## config.mk

```make
export PLATFORM = sky130hd
export DESIGN_NAME = phe_front
export DESIGN_NICKNAME = d
export VERILOG_FILES = /design/src/design/phe_pkg.sv /design/src/design/phe_front.sv
export SDC_FILE = /design/constraint.sdc
export NUM_CORES = 1
export LEC_CHECK = 0
export BUFFER_PORTS_ARGS = -buffer_cell sky130_fd_sc_hd__buf_4
export CAP_MARGIN = 5
export CORE_AREA = 2 2 145 147
export DETAILED_ROUTE_END_ITERATION = 7
export DIE_AREA = 0 0 147 149
export PLACE_DENSITY = 0.47
export SYNTH_ARGS = -nofsm -noshare
export SYNTH_HDL_FRONTEND = slang
export SYNTH_SLANG_ARGS = --single-unit
```

## constraint.sdc

```tcl
create_clock -name vclk -period 1.52
set_input_delay 0.076 -clock vclk [all_inputs]
set_output_delay 0.076 -clock vclk [all_outputs]
set_load 0.03 [all_outputs]
```

## src/design/phe_pkg.sv

```systemverilog
package phe_pkg;

	localparam int PROGRAM_DEPTH  = 64;
	localparam int WORK_REGISTERS = 5;
	localparam int RESULT_REG     = 2;
	localparam int QUEUE_DEPTH    = 2;

	localparam int DATA_W   = 64;
	localparam int HALF_W   = DATA_W / 2;
	localparam int CTRL_W   = 16;
	localparam int LEN_W    = 7;
	localparam int SLOT_W   = 6;
	localparam int OPC_W    = 3;
	localparam int REGF_W   = 3;
	localparam int SHIFT_W  = 6;
	localparam int INST_W   = CTRL_W + DATA_W;
	localparam int IDX_W    = (PROGRAM_DEPTH > 1) ? $clog2(PROGRAM_DEPTH) : 1;
	localparam int PC_W     = $clog2(PROGRAM_DEPTH + 1);
	localparam int RIDX_W   = $clog2(WORK_REGISTERS);
	localparam int QPTR_W   = (QUEUE_DEPTH > 1) ? $clog2(QUEUE_DEPTH) : 1;
	localparam int QCNT_W   = $clog2(QUEUE_DEPTH + 1);

	// Bit positions inside a stored control word.
	localparam int CTRL_OPC_LSB   = 0;
	localparam int CTRL_DEST_LSB  = 3;
	localparam int CTRL_CONST_BIT = 6;
	localparam int CTRL_SRC_LSB   = 7;
	localparam int CTRL_SHIFT_LSB = 10;

	localparam logic CMD_WRITE = 1'b0;
	localparam logic CMD_EVAL  = 1'b1;

	typedef enum logic [OPC_W-1:0] {
		OP_MOV,
		OP_ADD,
		OP_MUL,
		OP_XOR,
		OP_SHL,
		OP_SHR,
		OP_ROTL,
		OP_ROTR
	} opcode_t;

	typedef enum logic {
		ITEM_WRITE,
		ITEM_EVAL
	} item_kind_t;

	typedef enum logic [2:0] {
		ST_IDLE,
		ST_FETCH,
		ST_DECODE,
		ST_EXEC,
		ST_MUL,
		ST_MULWB,
		ST_DONE,
		ST_OUT
	} back_state_t;

	// One queued item: data0 carries the immediate of a write or the key of an evaluation.
	typedef struct packed {
		item_kind_t        kind;
		logic [IDX_W-1:0]  slot;
		logic [CTRL_W-1:0] ctrl;
		logic [DATA_W-1:0] data0;
		logic [DATA_W-1:0] data1;
	} phe_item_t;

	// Folds a register field into the working set by at most two subtractions.
	function automatic logic [RIDX_W-1:0] reduce_reg(input logic [REGF_W-1:0] v);
		logic [REGF_W:0] t;
		t = {1'b0, v};
		if (t >= (REGF_W+1)'(WORK_REGISTERS)) t = t - (REGF_W+1)'(WORK_REGISTERS);
		if (t >= (REGF_W+1)'(WORK_REGISTERS)) t = t - (REGF_W+1)'(WORK_REGISTERS);
		return RIDX_W'(t);
	endfunction

endpackage

```

## src/design/phe_front.sv

```systemverilog
module phe_front import phe_pkg::*; (
	input  logic                start,
	output logic                busy,
	input  logic                cmd,
	input  logic [SLOT_W-1:0]   slot_index,
	input  logic [OPC_W-1:0]    opcode,
	input  logic [REGF_W-1:0]   dest_register,
	input  logic                source_is_constant,
	input  logic [REGF_W-1:0]   source_register,
	input  logic [SHIFT_W-1:0]  shift_amount,
	input  logic [DATA_W-1:0]   immediate_constant,
	input  logic [DATA_W-1:0]   hash_key,
	input  logic [DATA_W-1:0]   hash_seed,
	input  logic                queue_full,
	output logic                push,
	output phe_item_t           push_item
);

	logic is_eval;
	logic slot_ok;

	assign is_eval = (cmd == CMD_EVAL);
	assign slot_ok = (32'(slot_index) < 32'(PROGRAM_DEPTH));
	assign busy    = queue_full;

	// A write to a slot beyond the store is taken but never queued.
	assign push = start && !queue_full && (is_eval || slot_ok);

	always_comb begin
		push_item.kind = is_eval ? ITEM_EVAL : ITEM_WRITE;
		push_item.slot = IDX_W'(slot_index);
		push_item.ctrl = '0;
		push_item.ctrl[CTRL_OPC_LSB +: OPC_W]     = opcode;
		push_item.ctrl[CTRL_DEST_LSB +: REGF_W]   = REGF_W'(reduce_reg(dest_register));
		push_item.ctrl[CTRL_CONST_BIT]            = source_is_constant;
		push_item.ctrl[CTRL_SRC_LSB +: REGF_W]    = REGF_W'(reduce_reg(source_register));
		push_item.ctrl[CTRL_SHIFT_LSB +: SHIFT_W] = shift_amount;
		push_item.data0 = is_eval ? hash_key : immediate_constant;
		push_item.data1 = hash_seed;
	end

endmodule

```

# [Word-level counts from Yosys, hierarchy flattened]
# Index checks and enable logic that the tools add are counted.
[totals] input_bits=217 output_inout_bits=153 regBits=0 mem_count=0 latchBits=0 mem_bits_rw=0 mem_bits_ro=0
[classes] addsub=4 n_eq_ne=0 div_mod_pow=0 n_bitwise=0 reduce_logical=2 mux=6 mul=0 shift=0 magnitude_cmp=4
[ops] op="64-bit 2-to-1 mux" count=1
[ops] op="4-bit by 3-bit >= comparator with 1-bit output, second input constant" count=2
[ops] op="4-bit 2-to-1 mux" count=2
[ops] op="3-bit by 3-bit subtractor with 4-bit output, second input constant" count=2
[ops] op="3-bit >= comparator, second input constant" count=2
[ops] op="3-bit 2-to-1 mux" count=2
[ops] op="3-bit subtractor, second input constant" count=2
[ops] op="1-bit logical AND" count=1
[ops] op="1-bit logical NOT" count=1
[ops] op="1-bit 2-to-1 mux" count=1

# [Depth between registers and ports, before layout]
[depth] depth_word=4 mapped_depth=9

# [Worst setup path after synthesis]
# OpenSTA, ideal clock, no wires.
[synth_timing] path_type="in2out" from="in source_register[0]" to="out push_item[137] in the netlist's numbering" setup_slack_ps=-447 path_buffers=0 required_time_ps=1444 arrival_ps=1891 stages=7 cell_sequence="inv_1 > ha_1 > a21o_2 > ha_1 > nor4b_1 > o21ai_0 > a21boi_0"
[synth_lines] element="start, declared" line="phe_front.sv:9" source="input logic [REGF_W-1:0] source_register,"
[synth_lines] element="end, declared" line="phe_front.sv:16" source="output phe_item_t push_item"

==> results.md <==
- Die ar.: 21,900 um2
- CP endpoint: push_item[136]
- Routed wire per std cell: approximately 14 um
- YS warnings: 0
- Antenna viol nets, final: 0
- Initial antenna violation count: 0
- Measured slew at the worst slew-check pin: between 200 and 250 ps
- Fillers: 2,312
- PD cells: between 400 and 500 nW/um2
- Slowest cell delay on critical path: between 200 and 300 ps
- Slew Viols, Final: 0
- Layout cells sized above 1: 94.75%
- Core area: between 20,000 and 25,000 um2
- Dominant cell by count in the synthesized netlist: buf_4
- RSZ-0062 raised after global routing: true
- Syn Area/Cell: roughly 9.0 um2
- Critical path startpoint: source_register[1]
- CP endpoint kind: primary output
- Worst hold-check path type: in2out
- Crit path kind: in2out
- CP max stage cell: mux2i_4
- Synth top area share: between 40% and 50%
- Peak Freq: 571.5 MHz
- Post-synth top area cell: mux2_2
- Post-Route Setup TNS: -931.0 ps
- DRT iter0 DRCs: 25
- Synthesized area: about 1800 um2
- Period utilization: 115.1%
- Via density per instance: around 3
- Sequential area share after synthesis: 0%
- Hpwl dp: approximately 7500 um
- Routed via count: roughly 1,900
- Max_slew headroom: 83.79%
- Critical Path Fanout Max: 3
- Pleak: about 1.6 nW
- Post-synthesis instance total: 200
- Die Wd: about 150 um
- Global Route Usage Sum: around 6.7%
- RePlAce Congestion: 0.7029
- Max-cap violations: 0
- CP startpoint kind: input pin
- Status: finished with violations
- # hold bufs at CTS: 0
- Total power: ~1.4 mW
- Setup-failing EPs final: 6
- Clkbuf count: 0
- Storage cell area: 0 um2
- Post-synth cell types: 21
- Leading cell types by count after synthesis: buf_4, mux2_2, ha_1, inv_1, buf_6
- Final WS setup: -229.7 ps
- Port bufs: 210
- # diodes: 0
- Largest net degree at the start of global routing: 27
- Syn nets: about 430
- Core Rows: 53
- Critical path data arrival time: between 1500 and 2000 ps
- Period minus WS final: approximately 1700 ps
- Drt pass-1 iters: 4
- Initial core utilization: 8.728%
- Final design utilization: between 10% and 20%
- Hold slack: 152.0 ps
- Failing checks: negative setup slack
- Io pins: 370
- Vias in the first global route: around 1,900
- Final Hold Fails: 0
- Max VDD drop: approximately 0.00023 V
- Drt drc: 0
- Dpl ws: -319.2 ps
- Required time worst endpoint: about 1400 ps
- Die height: ~150 um
- Layout Nets: 570
- First-pass GRT wire length: between 10,000 and 15,000 um
- Grt total ovfl: 0
- CP cell instances: buf_12, inv_12, ha_4, o21ai_4, xnor2_4, inv_1, ha_2, nand2b_4, a31oi_4, mux2i_4, buf_6
- Synthesis-to-layout area growth: 95.96%
- Seq_cells: 0
- Synth top area cells: mux2_2, buf_4, ha_1
- Post-Route WL: 8428 um
-- cell usage in the layout, fill, tap and decap left out, types with 3 or more instances in the layout --
cell type / Yosys / final
buf_12: 0 / 4
buf_4: 83 / 216
inv_1: 8 / 5
buf_6: 6 / 12
mux2_2: 64 / 64
ha_2: 0 / 3
ha_4: 0 / 4
-- worst min path at each step --
stage               cells after the start           from            end  slack (ps)
floorplan                               1     queue_full           push         260
global placement                        0  hash_seed[10]  push_item[10]         150
detailed placement                      0  hash_seed[10]  push_item[10]         150
CTS                                     0  hash_seed[10]  push_item[10]         150
global route                            0  hash_seed[36]  push_item[36]         150
finish                                  0  hash_seed[15]  push_item[15]         150
-- per-layer routing --
layer  share of wire, %  GRT usage (%)  vias up  routed length [um]
li1                   -              -      886                   -
met1                 38          7.883      847                3172
met2                 47          11.88      155                3994
met3                 13          2.294       20                1097
met4                1.9          1.346        0                 164
met5                  0              0        -                   0
-- per-stage QoR --
stage          instances  area [um2]
6_report             618        3516
4_1_cts              617        3481
5_1_grt              618        3516
3_5_place_dp         615        3352
2_1_floorplan        200        1954
3_3_place_gp         615        3352
-- timing repair --
action / in CTS / in global routing
endpoints found under the hold margin: 0 / 0
setup endpoints to repair: 6 / 6
resized for setup: 25 / 4
pin swaps: 20 / 3
setup buffers: 2 / 1
-- final cells by class --
cell class | count | area [um2] | share of cell area (%)
inverter | 8 | 57.56 | 1.637
multi-input combinational | 103 | 1277 | 36.33
tap | 275 | 344.1 | 9.786
timing repair buffer | 232 | 1837 | 52.24
-- worst max-delay path, delay by kind of cell --
kind                       cells  cell delay, ps
buffers and inverters          4             340
xor gates and xnor gates       1             160
and+or+nand+nor                1             140
muxes                          1             260
adders and majority gates      2             320
AOI/OAI and AO/OA              2             380
-- cells by family after synthesis --
family / Yosys count / synth area share [%]
AO/OA/AOI/OAI: 14 / 5.648
AND/OR/NAND/NOR: 11 / 4.533
multiplexers: 66 / 41.28
buffers and inverters: 97 / 40.17
XOR/XNOR: 4 / 2.790
adder cells (fa/ha/maj): 8 / 5.579
-- report_power, final --
group	switching, mW	total, mW	internal, mW
registers	0	0	0
clock network	0	0	0
logic	0.686	1.42	0.733
total	0.686	1.42	0.733
No activity file was read; power rests on OpenSTA's default activity.
