===== src/design/phe_pkg.sv =====
package phe_pkg;

	localparam int PROGRAM_DEPTH  = 64;
	localparam int WORK_REGISTERS = 5;
	localparam int RESULT_REG     = 2;
	localparam int QUEUE_DEPTH    = 2;

	localparam int DATA_W   = 64;
	localparam int HALF_W   = DATA_W / 2;
	localparam int CTRL_W   = 16;
	localparam int LEN_W    = 7;
	localparam int SLOT_W   = 6;
	localparam int OPC_W    = 3;
	localparam int REGF_W   = 3;
	localparam int SHIFT_W  = 6;
	localparam int INST_W   = CTRL_W + DATA_W;
	localparam int IDX_W    = (PROGRAM_DEPTH > 1) ? $clog2(PROGRAM_DEPTH) : 1;
	localparam int PC_W     = $clog2(PROGRAM_DEPTH + 1);
	localparam int RIDX_W   = $clog2(WORK_REGISTERS);
	localparam int QPTR_W   = (QUEUE_DEPTH > 1) ? $clog2(QUEUE_DEPTH) : 1;
	localparam int QCNT_W   = $clog2(QUEUE_DEPTH + 1);

	// Bit positions inside a stored control word.
	localparam int CTRL_OPC_LSB   = 0;
	localparam int CTRL_DEST_LSB  = 3;
	localparam int CTRL_CONST_BIT = 6;
	localparam int CTRL_SRC_LSB   = 7;
	localparam int CTRL_SHIFT_LSB = 10;

	localparam logic CMD_WRITE = 1'b0;
	localparam logic CMD_EVAL  = 1'b1;

	typedef enum logic [OPC_W-1:0] {
		OP_MOV,
		OP_ADD,
		OP_MUL,
		OP_XOR,
		OP_SHL,
		OP_SHR,
		OP_ROTL,
		OP_ROTR
	} opcode_t;

	typedef enum logic {
		ITEM_WRITE,
		ITEM_EVAL
	} item_kind_t;

	typedef enum logic [2:0] {
		ST_IDLE,
		ST_FETCH,
		ST_DECODE,
		ST_EXEC,
		ST_MUL,
		ST_MULWB,
		ST_DONE,
		ST_OUT
	} back_state_t;

	// One queued item: data0 carries the immediate of a write or the key of an evaluation.
	typedef struct packed {
		item_kind_t        kind;
		logic [IDX_W-1:0]  slot;
		logic [CTRL_W-1:0] ctrl;
		logic [DATA_W-1:0] data0;
		logic [DATA_W-1:0] data1;
	} phe_item_t;

	// Folds a register field into the working set by at most two subtractions.
	function automatic logic [RIDX_W-1:0] reduce_reg(input logic [REGF_W-1:0] v);
		logic [REGF_W:0] t;
		t = {1'b0, v};
		if (t >= (REGF_W+1)'(WORK_REGISTERS)) t = t - (REGF_W+1)'(WORK_REGISTERS);
		if (t >= (REGF_W+1)'(WORK_REGISTERS)) t = t - (REGF_W+1)'(WORK_REGISTERS);
		return RIDX_W'(t);
	endfunction

endpackage


===== src/design/phe_fifo.sv =====
module phe_fifo import phe_pkg::*; (
	input  logic      clk,
	input  logic      arst_n,
	input  logic      push,
	input  phe_item_t push_item,
	output logic      full,
	input  logic      pop,
	output phe_item_t head,
	output logic      head_valid
);

	phe_item_t           entry_q [QUEUE_DEPTH];
	logic [QPTR_W-1:0]   wr_ptr_q;
	logic [QPTR_W-1:0]   rd_ptr_q;
	logic [QCNT_W-1:0]   count_q;

	assign full       = (count_q == QCNT_W'(QUEUE_DEPTH));
	assign head_valid = (count_q != '0);
	assign head       = entry_q[rd_ptr_q];

	always_ff @(posedge clk) begin
		if (push) begin
			entry_q[wr_ptr_q] <= push_item;
		end
	end

	always_ff @(posedge clk or negedge arst_n) begin
		if (!arst_n) begin
			wr_ptr_q <= '0;
			rd_ptr_q <= '0;
			count_q  <= '0;
		end else begin
			if (push) begin
				wr_ptr_q <= (wr_ptr_q == QPTR_W'(QUEUE_DEPTH - 1)) ? '0 : wr_ptr_q + 1'b1;
			end
			if (pop) begin
				rd_ptr_q <= (rd_ptr_q == QPTR_W'(QUEUE_DEPTH - 1)) ? '0 : rd_ptr_q + 1'b1;
			end
			if (push && !pop) begin
				count_q <= count_q + 1'b1;
			end else if (pop && !push) begin
				count_q <= count_q - 1'b1;
			end
		end
	end

endmodule


===== config.mk =====
export PLATFORM = sky130hd
export DESIGN_NAME = phe_fifo
export DESIGN_NICKNAME = d
export VERILOG_FILES = /design/src/design/phe_pkg.sv /design/src/design/phe_fifo.sv
export SDC_FILE = /design/constraint.sdc
export NUM_CORES = 1
export LEC_CHECK = 0
export ABC_CLOCK_PERIOD_IN_PS = 16860
export CAP_MARGIN = 20
export CORE_MARGIN = 1.5
export CORE_UTILIZATION = 62
export DETAILED_ROUTE_END_ITERATION = 8
export DONT_BUFFER_PORTS = 1
export PLACE_DENSITY = 0.9
export SLEW_MARGIN = 20
export SYNTH_ARGS = -nofsm -noshare
export SYNTH_HDL_FRONTEND = slang
export SYNTH_SLANG_ARGS = --single-unit

===== constraint.sdc =====
create_clock -name clk -period 16.86 [get_ports clk]
set_input_delay 2.529 -clock clk [delete_from_list [all_inputs] [get_ports clk]]
set_output_delay 2.529 -clock clk [all_outputs]
set_load 0.02 [all_outputs]

; ---- After elaboration in Yosys (flattened, before gate mapping)
; Memories as Yosys holds them, arrays and structs flattened.
; Cells that the tools add are included.
[word_totals]
latch_bits = 0
wordCells = 21
input_bits = 155
memories = 1
register_bits = 4
mem_bits_ro = 0
mem_bits_rw = 302
output_inout_bits = 153
[mem_list]
columns = name, depth, word_bits, read_ports, rd_ports_with_merged_regs, wr, line
row1 = entry_q, 2, 151, 1, 0, 1, phe_fifo.sv:12  ; phe_item_t entry_q [QUEUE_DEPTH];
[op_classes]
n_lt_le_gt_ge = 0
multipliers = 0
add_sub_neg = 4
n_mux = 6
n_bitwise = 0
n_shift = 0
n_reduce_logical = 6
div = 0
n_eq_ne = 1
[ops]
columns = operator, n
row1 = 1-bit two-way mux, 4
row2 = 2-bit two-way mux, 2
row3 = 2-bit nonzero test, 2
row4 = "1-bit adder, second input constant", 2
row5 = "2-bit by 1-bit adder with 2-bit output, second input constant", 1
row6 = "2-bit == test, second input constant", 1
row7 = 1-bit logical AND, 2
row8 = 1-bit logical NOT, 2
row9 = "2-bit by 1-bit subtractor with 2-bit output, second input constant", 1

; ---- Longest topological paths before layout
[logic_depth]
ltp_word = 4
mapped_depth = 5
ltp_nobuf = 5

; ---- Least setup slack after synthesis
; No wires, ideal clock.
[synth_path]
path_kind = input-to-reg
start = in push
end = mem entry_q[0][0] in the netlist's numbering, enable pin
cell_stages = 1
path_buffers = 0
required_time_ns = 16.178
slack_ns = 7.119
arrival_ns = 9.060
cell_sequence = nor2b_1
[synth_via]
elab_chain_cells = 2
[synth_rtl]
columns = item, line
row1 = "start, declared", phe_fifo.sv:4  ; input logic push,
row2 = 1-bit two-way mux, phe_fifo.sv:22  ; if (push) begin
row3 = 1-bit two-way mux (not written as such), phe_fifo.sv:23  ; entry_q[wr_ptr_q] <= push_item;
row4 = "end, declared", phe_fifo.sv:12
; Every way passes these cells.

==> metrics.txt <==
status finished, final reports clean; Final Hold Fails 0; DRC violations left 0; delay-heaviest family, CP buffers and inverters; Tightest Pin Transition 1040 ps; R2R cell count 2; worst reg2reg endpoint entry_q[1][7]; largest net degree at the start of global routing 82; synth unique cells 14; drt wl/cell 26.7 µm; Seq/Total Area, Yosys 80.4%; CTS Hold Bufs 0; Yosys reg bits 306; yosys warns 0; clk root buf clkbuf_16; Final Cell Area 12,600 µm²; Layout area overhead 10.1%; gp weighted congestion 0.719; CP Cell Sequence buf_6 > mux2_2; core region area 18,000 µm²; Buf+Inv Stages, Crit Path 1; critical path launch point type flip-flop; Critical-path top delay cell buf_6; Clock Latency Late Sink 530 ps; R2R Setup Slk 14,140 ps; Die Ht 139 µm; Leak 0.00436 µW; hpwl dp 13,400 µm; grt ovf 0; Max Fclk 211 MHz; I/O pins 308; Max-Cap Viols 0; Mapped Cells 486; CTS tree done; switching share of power 31.2%; FP Rows 49; critical path class flip-flop to output port; Num CTS Buffers 30; clock power share 26.5%; Initial Util 63.3%; RSZ-0062 raised after global routing no; drt total wl 20,200 µm; worst IR drop on VDD 0.000208 V; Fillers 1,053; fin crit share 28.1%; H-tree levels 1; All-Layer GR Usage 20.3%; average size of a mapped cell 23.5 µm²; Cell Count, Final, Fillers Out 757; antenna violations before repair 0; Tmin final 4750 ps; worst hold path depth 1; share of post-route cells with drive strength above 1 38.4%; Reg power frac 44.6%; setup repair bufs after CTS 0; Worst Hold End count_q[1]; CTS sink count 306; Power Density 189 nW/µm²; final setup fails 0; ANT nets after route 0; vias in the first global route 4,797; clock-pin slew on the worst setup and hold paths 60 ps; initial DRC count 316; placed cell count 703; Worst Min Path Start count_q[1]; first-pass GRT wire length 29,400 µm; post-CTS sizing 0; Setup crit end kind output port; final setup margin 12,110 ps; DR pass1 iterations 5; Die ar. 19,200 µm²; Mapped Area 11,400 µm²; WP depth 2; Setup Slack @ Placement 12,140 ps; part of the power in combinational logic 28.9%; Placed Instance Area 11,600 µm²; total negative setup slack 0 ps; total vias in the final route 4,478; Die X-Extent 139 µm; sw power 738 µW; Mapped Nets 642; Int Pwr 1630 µW; worst min path class flip-flop to flip-flop; max-slew violation total from the final report 0; CP peak stage delay 640 ps; crit-path max FO 81; Slew Limit Headroom 30.6%; final net count 662; port buffer count 0; DR vias/cell 5.92; Setup Skew 13.8 ps; crit path from rd_ptr_q; clk buf depth 3; CP Data Required Time 14,330 ps; r2r startpoint wr_ptr_q; Worst Path Arrival 2220 ps; Inserted Diodes 0
## power groups by stage
stage / clock (µW) / combinational (µW) / sequential, µW
finish: 628 / 683 / 1060
global route: 671 / 711 / 1070
CTS: 640 / 694 / 1060
detailed placement: 0 / 692 / 1070
global placement: 0 / 674 / 1060
floorplan: 0 / 619 / 1080
## layout by cell type, fill, tap and decap left out
master	synthesis	final
xnor2_1	1	1
nor2_1	1	1
inv_1	1	1
clkbuf_16	0	31
buf_4	0	3
dfrtp_4	0	1
inv_6	0	1
bufinv_16	0	1
nor2b_4	0	1
buf_6	10	2
clkinv_1	0	1
dfrtp_1	4	3
clkinv_2	0	5
clkbuf_1	0	10
clkbuf_8	0	5
xor2_1	4	4
or2_2	1	1
nor2b_1	2	1
mux2_4	80	80
ha_1	1	1
and2_4	0	1
edfxtp_1	302	302
mux2_2	71	71
## logic make-up after synthesis
kind of cell / share of synthesized area (%)
buffers and inverters: 1.33
multiplexers: 17.5
AND/OR/NAND/NOR: 0.252
flip-flops: 80.4
adder cells (fa/ha/maj): 0.110
XOR/XNOR: 0.384
## sequential cells by signal, summed over array words and instances, names as in the netlist
name	count
count_q	2
wr_ptr_q	1
rd_ptr_q	1
entry_q	302
## through the flow
stage / hold WS, ps / util, % / power (µW)
global route: 530 / 69.6 / 2450
global placement: 468 / 64.3 / 1730
CTS: 492 / 69.6 / 2390
detailed placement: 474 / 64.3 / 1760
finish: 496 / 69.6 / 2370
floorplan: 447 / - / 1700
## how the worst max path moves through the flow
stage                       to  slack, ps
3_3_place_gp   entry_q[1][127]      12240
6_report             head[145]      12110
5_1_grt              head[145]      12010
3_5_place_dp   entry_q[1][128]      12140
2_1_floorplan    entry_q[0][0]       7120
4_1_cts              head[145]      11850
## cell type report
| type | count | area (µm²) | area share [%] |
|---|---|---|---|
| flip-flops and latches | 306 | 9170 | 73.1 |
| multi-input cells | 162 | 2100 | 16.7 |
| clock buffers | 46 | 882 | 7.03 |
| well taps | 229 | 287 | 2.28 |
| clock inverters | 8 | 67.6 | 0.538 |
| repair buffers | 5 | 45.0 | 0.359 |
| inverters | 1 | 3.75 | 0.0299 |
## synthesized netlist by cell type
cell      instances  area, µm²
dfrtp_1           4        100
xor2_1            4       35.0
nor2_1            1       3.75
buf_2             7       35.0
edfxtp_1        302       9070
ha_1              1       12.5
and2_1            1       6.26
mux2_2           71        800
inv_1             1       3.75
mux2_4           80       1200
or2_2             1       6.26
nor2b_1           2       12.5
buf_6            10        113
xnor2_1           1       8.76
## routing by layer
metal	global-route usage [%]	vias to the layer above	part of all wire (%)
met5	0	-	0
met4	5.21	0	2.0
met3	9.22	36	12
met2	35.4	270	51
met1	22.9	2209	35
li1	-	1963	-
Note: power is estimated with default switching activity, not from simulation.
